### src/rtl/b64d_pkg.sv
// Package for the base64 stream decoder: symbol classes, the character
// lookup and the byte assembly from sextets. Depends on nothing.
`timescale 1ns / 1ps
`default_nettype none

package b64d_pkg;

    // Class of one input character
    typedef enum logic [1:0] {
        SYM_NONE,
        SYM_DATA,
        SYM_PAD
    } sym_kind_t;

    typedef struct packed {
        sym_kind_t   kind;
        logic [5:0]  value;
    } sym_t;

    localparam int unsigned MAX_BYTES = 3;

    localparam logic [5:0] LOWER_BASE = 6'd26;
    localparam logic [5:0] DIGIT_BASE = 6'd52;
    localparam logic [5:0] PLUS_VALUE = 6'd62;
    localparam logic [5:0] SLASH_VALUE = 6'd63;

    // Map one ASCII character to its sextet, a pad mark or nothing
    function automatic sym_t map_char(input logic [7:0] c);
        sym_t s;
        s.kind  = SYM_NONE;
        s.value = '0;
        case (c) inside
            [8'h41:8'h5A]: begin
                s.kind  = SYM_DATA;
                s.value = 6'(c - 8'h41);
            end
            [8'h61:8'h7A]: begin
                s.kind  = SYM_DATA;
                s.value = 6'(c - 8'h61) + LOWER_BASE;
            end
            [8'h30:8'h39]: begin
                s.kind  = SYM_DATA;
                s.value = 6'(c - 8'h30) + DIGIT_BASE;
            end
            8'h2B: begin
                s.kind  = SYM_DATA;
                s.value = PLUS_VALUE;
            end
            8'h2F: begin
                s.kind  = SYM_DATA;
                s.value = SLASH_VALUE;
            end
            8'h3D: begin
                s.kind  = SYM_PAD;
            end
            default: begin
                s.kind  = SYM_NONE;
            end
        endcase
        return s;
    endfunction

    // First byte: all of s0, top two bits of s1
    function automatic logic [7:0] byte0(input logic [5:0] s0, input logic [5:0] s1);
        return {s0, s1[5:4]};
    endfunction

    // Second byte: low four bits of s1, top four bits of s2
    function automatic logic [7:0] byte1(input logic [5:0] s1, input logic [5:0] s2);
        return {s1[3:0], s2[5:2]};
    endfunction

    // Third byte: low two bits of s2, all of s3
    function automatic logic [7:0] byte2(input logic [5:0] s2, input logic [5:0] s3);
        return {s2[1:0], s3};
    endfunction

endpackage

`default_nettype wire

### src/rtl/base64_stream_decoder.sv
// Streaming base64 decoder top level: character in, decoded bytes out.
// Depends on b64d_pkg for the character lookup and byte assembly.
//
// A character's bytes pass through the pending stage and then the output
// stage before they are offered. Throughput: one character per cycle; a
// completed group holds the output stage while its three bytes are sent,
// one byte per cycle while m_tready is high, and the input stalls only
// while both stages are occupied. Reset (aresetn low, synchronous) clears
// the group count, finished flag and both stage valid flags.
`timescale 1ns / 1ps
`default_nettype none

module base64_stream_decoder (
    input  wire logic        aclk,
    input  wire logic        aresetn,
    // character channel
    input  wire logic        s_tvalid,
    output logic             s_tready,
    input  wire logic [7:0]  s_tdata,   // [7:0] char_in
    input  wire logic        s_tlast,   // end_of_message
    // byte channel
    output logic             m_tvalid,
    input  wire logic        m_tready,
    output logic [7:0]       m_tdata,   // [7:0] data_byte
    output logic             m_tlast    // last_of_run
);

    localparam int unsigned NB = b64d_pkg::MAX_BYTES;

    // decoder state
    logic [1:0]  grp_cnt_reg, grp_cnt_next;
    logic [5:0]  sext_reg [3];
    logic [5:0]  sext_next [3];
    logic        fin_reg, fin_next;

    // pending stage: bytes of one request waiting for the output register
    logic        pend_valid_reg;
    logic [7:0]  pend_bytes_reg [NB];
    logic [1:0]  pend_cnt_reg;

    // output stage: bytes being sent, one per cycle while m_tready is high
    logic        out_valid_reg;
    logic [7:0]  out_bytes_reg [NB];
    logic [1:0]  out_cnt_reg;
    logic [1:0]  out_idx_reg;

    logic              in_acc;
    logic              out_last;
    logic              out_done;
    logic              out_free;
    b64d_pkg::sym_t    sym;
    logic [7:0]        res_bytes [NB];
    logic [1:0]        res_cnt;

    // pending stage can take a new request when empty or moving on this cycle
    assign s_tready = !pend_valid_reg || out_free;
    assign in_acc   = s_tvalid && s_tready;
    assign sym      = b64d_pkg::map_char(s_tdata);

    // decode one character against the held group
    always_comb begin
        grp_cnt_next = grp_cnt_reg;
        sext_next    = sext_reg;
        fin_next     = fin_reg;
        res_cnt      = 2'd0;
        for (int i = 0; i < NB; i++) begin
            res_bytes[i] = '0;
        end
        if (!fin_reg) begin
            if (sym.kind == b64d_pkg::SYM_PAD) begin
                if (grp_cnt_reg >= 2'd2) begin
                    res_bytes[0] = b64d_pkg::byte0(sext_reg[0], sext_reg[1]);
                    res_cnt      = 2'd1;
                end
                if (grp_cnt_reg == 2'd3) begin
                    res_bytes[1] = b64d_pkg::byte1(sext_reg[1], sext_reg[2]);
                    res_cnt      = 2'd2;
                end
                grp_cnt_next = 2'd0;
                fin_next     = 1'b1;
            end else if (sym.kind == b64d_pkg::SYM_DATA) begin
                if (grp_cnt_reg != 2'd3) begin
                    sext_next[grp_cnt_reg] = sym.value;
                    grp_cnt_next           = grp_cnt_reg + 2'd1;
                end else begin
                    res_bytes[0] = b64d_pkg::byte0(sext_reg[0], sext_reg[1]);
                    res_bytes[1] = b64d_pkg::byte1(sext_reg[1], sext_reg[2]);
                    res_bytes[2] = b64d_pkg::byte2(sext_reg[2], sym.value);
                    res_cnt      = 2'd3;
                    grp_cnt_next = 2'd0;
                end
            end
        end
        // end of message drops any partial group and clears the finished flag
        if (s_tlast) begin
            grp_cnt_next = 2'd0;
            fin_next     = 1'b0;
        end
    end

    // decoder state registers
    always_ff @(posedge aclk) begin
        if (!aresetn) begin
            grp_cnt_reg <= 2'd0;
            fin_reg     <= 1'b0;
        end else if (in_acc) begin
            grp_cnt_reg <= grp_cnt_next;
            fin_reg     <= fin_next;
        end
    end

    always_ff @(posedge aclk) begin
        if (in_acc) begin
            sext_reg <= sext_next;
        end
    end

    // output stage handshake
    assign out_last = (out_idx_reg == out_cnt_reg - 2'd1);
    assign out_done = out_valid_reg && m_tready && out_last;
    assign out_free = !out_valid_reg || out_done;

    // pending stage
    always_ff @(posedge aclk) begin
        if (!aresetn) begin
            pend_valid_reg <= 1'b0;
        end else if (in_acc) begin
            pend_valid_reg <= (res_cnt != 2'd0);
        end else if (out_free) begin
            pend_valid_reg <= 1'b0;
        end
    end

    always_ff @(posedge aclk) begin
        if (in_acc) begin
            pend_bytes_reg <= res_bytes;
            pend_cnt_reg   <= res_cnt;
        end
    end

    // output stage: load from pending, step through the bytes
    always_ff @(posedge aclk) begin
        if (!aresetn) begin
            out_valid_reg <= 1'b0;
            out_idx_reg   <= 2'd0;
        end else if (out_free) begin
            out_valid_reg <= pend_valid_reg;
            out_idx_reg   <= 2'd0;
        end else if (m_tready) begin
            out_idx_reg   <= out_idx_reg + 2'd1;
        end
    end

    always_ff @(posedge aclk) begin
        if (out_free && pend_valid_reg) begin
            out_bytes_reg <= pend_bytes_reg;
            out_cnt_reg   <= pend_cnt_reg;
        end
    end

    assign m_tvalid = out_valid_reg;
    assign m_tdata  = out_bytes_reg[out_idx_reg];
    assign m_tlast  = out_last;

    // checks
    a_out_cnt: assert property (@(posedge aclk) disable iff (!aresetn)
        out_valid_reg |-> (out_cnt_reg != 2'd0) && (out_idx_reg < out_cnt_reg))
        else $error("output stage index outside its byte count");

    a_pend_cnt: assert property (@(posedge aclk) disable iff (!aresetn)
        pend_valid_reg |-> (pend_cnt_reg != 2'd0))
        else $error("pending stage holds an empty request");

    a_fin_grp: assert property (@(posedge aclk) disable iff (!aresetn)
        fin_reg |-> (grp_cnt_reg == 2'd0))
        else $error("group not empty after pad");

    a_pend_move: assert property (@(posedge aclk) disable iff (!aresetn)
        (pend_valid_reg && out_free) |=> out_valid_reg)
        else $error("pending bytes lost on transfer to output");

endmodule

`default_nettype wire
### config.mk
export PLATFORM = sky130hd
export DESIGN_NAME = base64_stream_decoder
export DESIGN_NICKNAME = d
export VERILOG_FILES = /design/src/rtl/b64d_pkg.sv /design/src/rtl/base64_stream_decoder.sv
export SDC_FILE = /design/constraint.sdc
export NUM_CORES = 1
export LEC_CHECK = 0
export BUFFER_PORTS_ARGS = -buffer_cell sky130_fd_sc_hd__buf_2
export CORE_MARGIN = 1
export CORE_UTILIZATION = 35
export DETAILED_ROUTE_END_ITERATION = 6
export PLACE_DENSITY = 0.57
export SLEW_MARGIN = 20
export SYNTH_ARGS = -nofsm -noshare
export SYNTH_HDL_FRONTEND = slang
export SYNTH_SLANG_ARGS = --single-unit
### constraint.sdc
create_clock -name aclk -period 2.6 [get_ports aclk]
set_input_delay 0.52 -clock aclk [delete_from_list [all_inputs] [get_ports aclk]]
set_output_delay 0.52 -clock aclk [all_outputs]
set_load 0.005 [all_outputs]
[Word level (Yosys, flattened, before mapping)]
Cells that the tools add are included.
Word-level totals
  register bits: 77
  input bits: 13
  output and inout port bits: 11
Operators by class
  add/sub/neg operators: 8
  order comparisons: 10
  eq/ne operators: 9
  muxes and demuxes: 38
  bitwise operators: 6
  reductions and logical operators: 19
Operator list (count)
  $mux W24: 2
  $mux W6: 6
  $mux W2: 16
  $mux W8: 4
  $eq A8 B6 Y1 const B: 3
  $bwmux W18: 1
  $bmux W8 S2: 1
  $ge A8 B7 Y1 const B: 2
  $le A8 B7 Y1 const B: 2
  $mux W16: 1
  $demux W6 S2: 1
  $sub A6 B6 Y6 const B: 2
  $ge A8 B6 Y1 const B: 1
  $le A8 B6 Y1 const B: 1
  $logic_and A1 B1 Y1: 8
  $add A6 B5 Y6 const B: 1
  $add A6 B6 Y6 const B: 1
  $ge A3 B3 Y1 const B: 2
  $mux W1: 6
  $not A2 Y3: 2
  $sub A6 B1 Y6 const B: 1
  $reduce_and A5 Y1: 1
  $add A2 B1 Y2 const B: 2
  $eq A2 B2 Y1 const B: 2
  other kinds (14): 21

[Longest topological paths before layout]
  depth after elaboration: 13
  gate-level depth with buffers: 9
  mapped depth without buffers: 8

[Least setup slack after synthesis]
Ideal clock, no wire load.
  path type: reg2reg
  start point: register out_cnt_reg[1]
  end point: register sext_reg[0] in the netlist's numbering (enable)
  arrival time: 2239 ps
  slack: 41 ps
  cell stages (with the launch flop): 7
  cell sequence: edfxtp_1 -> xnor2_1 -> mux2i_1 -> o21a_1 -> nor2b_1 -> o211a_1 -> and2_1
On the way
  word-level cells in the longest chain between the ends: 7
Ends and longest elaborated chain
  from (decl): line base64_stream_decoder.sv:44  | logic [1:0] out_cnt_reg;
  from (signal assigned): line base64_stream_decoder.sv:157  | out_cnt_reg <= pend_cnt_reg;
  $sub A2 B1 Y2: line base64_stream_decoder.sv:119  | assign out_last = (out_idx_reg == out_cnt_reg - 2'd1);
  $eq A2 B2 Y1: line base64_stream_decoder.sv:119
  $logic_and A1 B1 Y1: line base64_stream_decoder.sv:120  | assign out_done = out_valid_reg && m_tready && out_last;
  $logic_or A1 B1 Y1: line base64_stream_decoder.sv:121  | assign out_free = !out_valid_reg || out_done;
  $logic_or A1 B1 Y1: line base64_stream_decoder.sv:56  | assign s_tready = !pend_valid_reg || out_free;
  $logic_and A1 B1 Y1: line base64_stream_decoder.sv:57  | assign in_acc = s_tvalid && s_tready;
  named net in_acc: line base64_stream_decoder.sv:47  | logic in_acc;
  $reduce_and A5 Y1 (no source line)
  to (signal assigned): line base64_stream_decoder.sv:114  | sext_reg <= sext_next;
  to (decl): line base64_stream_decoder.sv:32  | logic [5:0] sext_reg [3];
The timed path passes the listed nets, and every way through them passes these cells.
A chain may end at the register's enable or synchronous reset.

[Worst setup path after layout]
  start point: input port s_tdata[2]
  end point: register sext_reg[16] in the netlist's numbering (enable)
On the way
  word-level cells in the longest chain between the ends: 10
  elaborated cells on any way between the ends: 22
Ends and longest elaborated chain
  from (decl): line base64_stream_decoder.sv:19  | input wire logic [7:0] s_tdata,
  $eq A8 B6 Y1: line base64_stream_decoder.sv:58  | assign sym = b64d_pkg::map_char(s_tdata);
  $mux W2 (5 in series): line b64d_pkg.sv:32  | case (c) inside
  $mux W2 (*): line b64d_pkg.sv:32
  $eq A2 B2 Y1: line base64_stream_decoder.sv:70  | if (sym.kind == b64d_pkg::SYM_PAD) begin
  $not A1 Y1 (no source line)
  $reduce_and A5 Y1 (no source line) (*)
Every way passes the cells marked *; elsewhere a longest branch is shown, timed or not.

==> results.cfg <==
[logic_synthesis]
syn-cell-area_mm2 = 0.00358
ys_types = 52
syn_avg_cell_area_um2 = 13.2
synthTopCellsByArea = edfxtp_1 (59%), ha_1 (4.9%), and2_1 (4.5%)
synth_adder_area_share_pct = 4.89
yosys.area.top_type_share_pct = 58.7
postSynth.asyncResetShare_pct = 0
ys_seq_area_share_pct = 62.6
syn_inst = 271
synthSimpleGateAreaFrac_pct = 16.1
yosys_register_bits = 77
yosys-mux-area-fraction_pct = 2.80
synth_top_family_by_area = simple AND/OR/NAND/NOR gates
yosys_warnings = 0
synthXorXnorAreaFrac_pct = 0.734
ys.flop_type = edfxtp_1
synth_top_area_cell = edfxtp_1
synth_edf_count = 70
synth_compound_area_share_pct = 11.0
synth_fp_nets = 298

[pwr]
p_leak_nw = 1.61
powerDensity_mw_per_mm2 = 581
ir_drop_mv = 0.246

[timing]
worstMarginPinSlew_ns = 0.555
finalCritPeriodShare_pct = 90.7
slew_violations = 0
finClkSkew_ns = 0.00744
setup_viol = 0
post-route-min-period_ns = 2.36
slew_headroom_pct = 62.8
rsz0062_at_grt = false
hold_viol = 0
clock.fmax_mhz = 424

[worst_setup_path]
cp.required_ns = 2.66
slowest_delay_ns = 0.31
worstSetupEndpointType = flop
worst-path-buf-inv = 2
critPathLaunchType = input port
path_class = in -> reg
slowest_stage = a2bb2oi_1
crit_chain = buf_2 -> inv_1 -> ha_1 -> nor2b_1 -> a2bb2oi_1 -> nor2_2 -> or2_2 -> o211a_1 -> and2_1
cp_max_fo = 7
path_delay_family = simple AND/OR/NAND/NOR gates
cp.arrival_ns = 2.42

[clocking]
cts_max_level = 3
cts_hold_buf = 0
clk_latency_ns = 0.34
cts.sinks = 77
cts_setup_buffers = 0
root_buffer = clkbuf_8
clockBufferDepth = 2
cts.reportedPaths.clkPinSlew_ns = 0.08
cts_tree = built
cts-resized-gates = 0
numCtsBuffers = 9

[detailed_routing]
wl_per_cell_um = 13.6
final_antenna_net_count = 0
routed_wl_mm = 6.32
drcViolationCount = 0
wl_met3_um = 225
highest_layer = met4
wl_met1_mm = 3.07
dr_wl_met2_mm = 2.88
via_per_inst = 4.77
dr_total_vias = 2213
drt-initial-drc-count = 90
drt-pass1-iter-count = 4

[floorplanning]
dieHeight_um = 103
pin_count = 24
die_w_um = 103
start_util_pct = 36.3
rows = 36
dieArea_mm2 = 0.0106
core_mm2 = 0.00986

[grt]
globalRouteTotalUtil_pct = 13.1
grt-ovfl-total = 0
grt_max_degree = 31
grt_pass1_wl_mm = 10.3
antenna_found_initial = 0
grt_pass1_vias = 2151

[final_layout]
diodes = 0
final_area_mm2 = 0.00425
most-common-layout-cells = edfxtp_1 (70), buf_4 (27), and2_1 (26)
fin_cells = 464
drive_gt1_share_pct = 23.0
nets = 353
area_delta_synth_final_pct = 18.7
final_common_cell = edfxtp_1

[placed_design]
dp_cells = 448
dp_hpwl_mm = 4.75
placed_area_mm2 = 0.00403
placement.io_buffers = 23
place_congestion = 0.842

[worst_hold_path]
hold_class = reg -> reg

[run_status]
status = complete, no violations

[run]
cap_violations = 0
-- cell families after synthesis --
group,Yosys count
compound gates,50
xor+xnor,3
fa+ha+maj,14
buf+inv,15
flops,77
mux,10
simple gates,102
-- synth_stat cells (3+ instances only) --
master / count
a21o_1: 3
a21oi_1: 8
a32o_1: 3
and2_1: 26
and3_1: 5
dfxtp_1: 7
edfxtp_1: 70
ha_1: 14
inv_1: 9
mux2i_1: 10
nand2_1: 22
nand2b_1: 3
nand3_1: 8
nand3b_1: 3
nand4_1: 3
nor2_1: 8
nor2b_1: 9
nor3_1: 5
o21ai_0: 11
-- layout make-up --
class / count / area [µm²]
fill: 900 / 5620
timing repair buffer: 50 / 318
multi-input combinational: 179 / 1270
clock buffer: 9 / 124
inverter: 9 / 33.8
tap: 133 / 166
clock inverter: 7 / 90.1
sequential: 77 / 2240
-- power breakdown --
group	internal [mW]	switching (mW)
Clock	0.535	0.412
Sequential	1.36	0.00560
Combinational	0.0628	0.0866
Total	1.96	0.504
-- per-layer routing --
| layer | vias up | track usage [%] |
|---|---|---|
| li1 | 1125 | - |
| met1 | 1028 | 16.5 |
| met2 | 47 | 21.2 |
| met3 | 13 | 2.85 |
| met4 | 0 | 6.50 |
| met5 | - | 0 |
-- through the flow --
| step | setup WS (ns) | hold WS [ns] | utilization [%] | setup TNS [ns] | total power, mW |
|---|---|---|---|---|---|
| finish | 0.241 | 0.417 | 43.1 | 0 | 2.47 |
| global route | 0.104 | 0.428 | 43.1 | 0 | 2.56 |
| CTS | 0.261 | 0.419 | 43.1 | 0 | 2.49 |
| detailed placement | -0.0874 | 0.405 | 40.9 | -2.04 | 1.55 |
| global placement | -0.00804 | 0.401 | 40.9 | -0.0715 | 1.55 |
| floorplan | 0.0413 | 0.400 | - | 0 | 1.48 |
-- worst paths after layout --
path	startpoint	endpoint	slack (ns)	depth (start not counted)
max	s_tdata[2]	sext_reg[16]	0.24	9
min	pend_bytes_reg[11]	out_bytes_reg[11]	0.42	0
max reg2reg	out_cnt_reg[1]	grp_cnt_reg[0]	0.32	7
min reg2reg	pend_bytes_reg[11]	out_bytes_reg[11]	0.42	0
No activity file was read; power rests on OpenSTA's default activity.
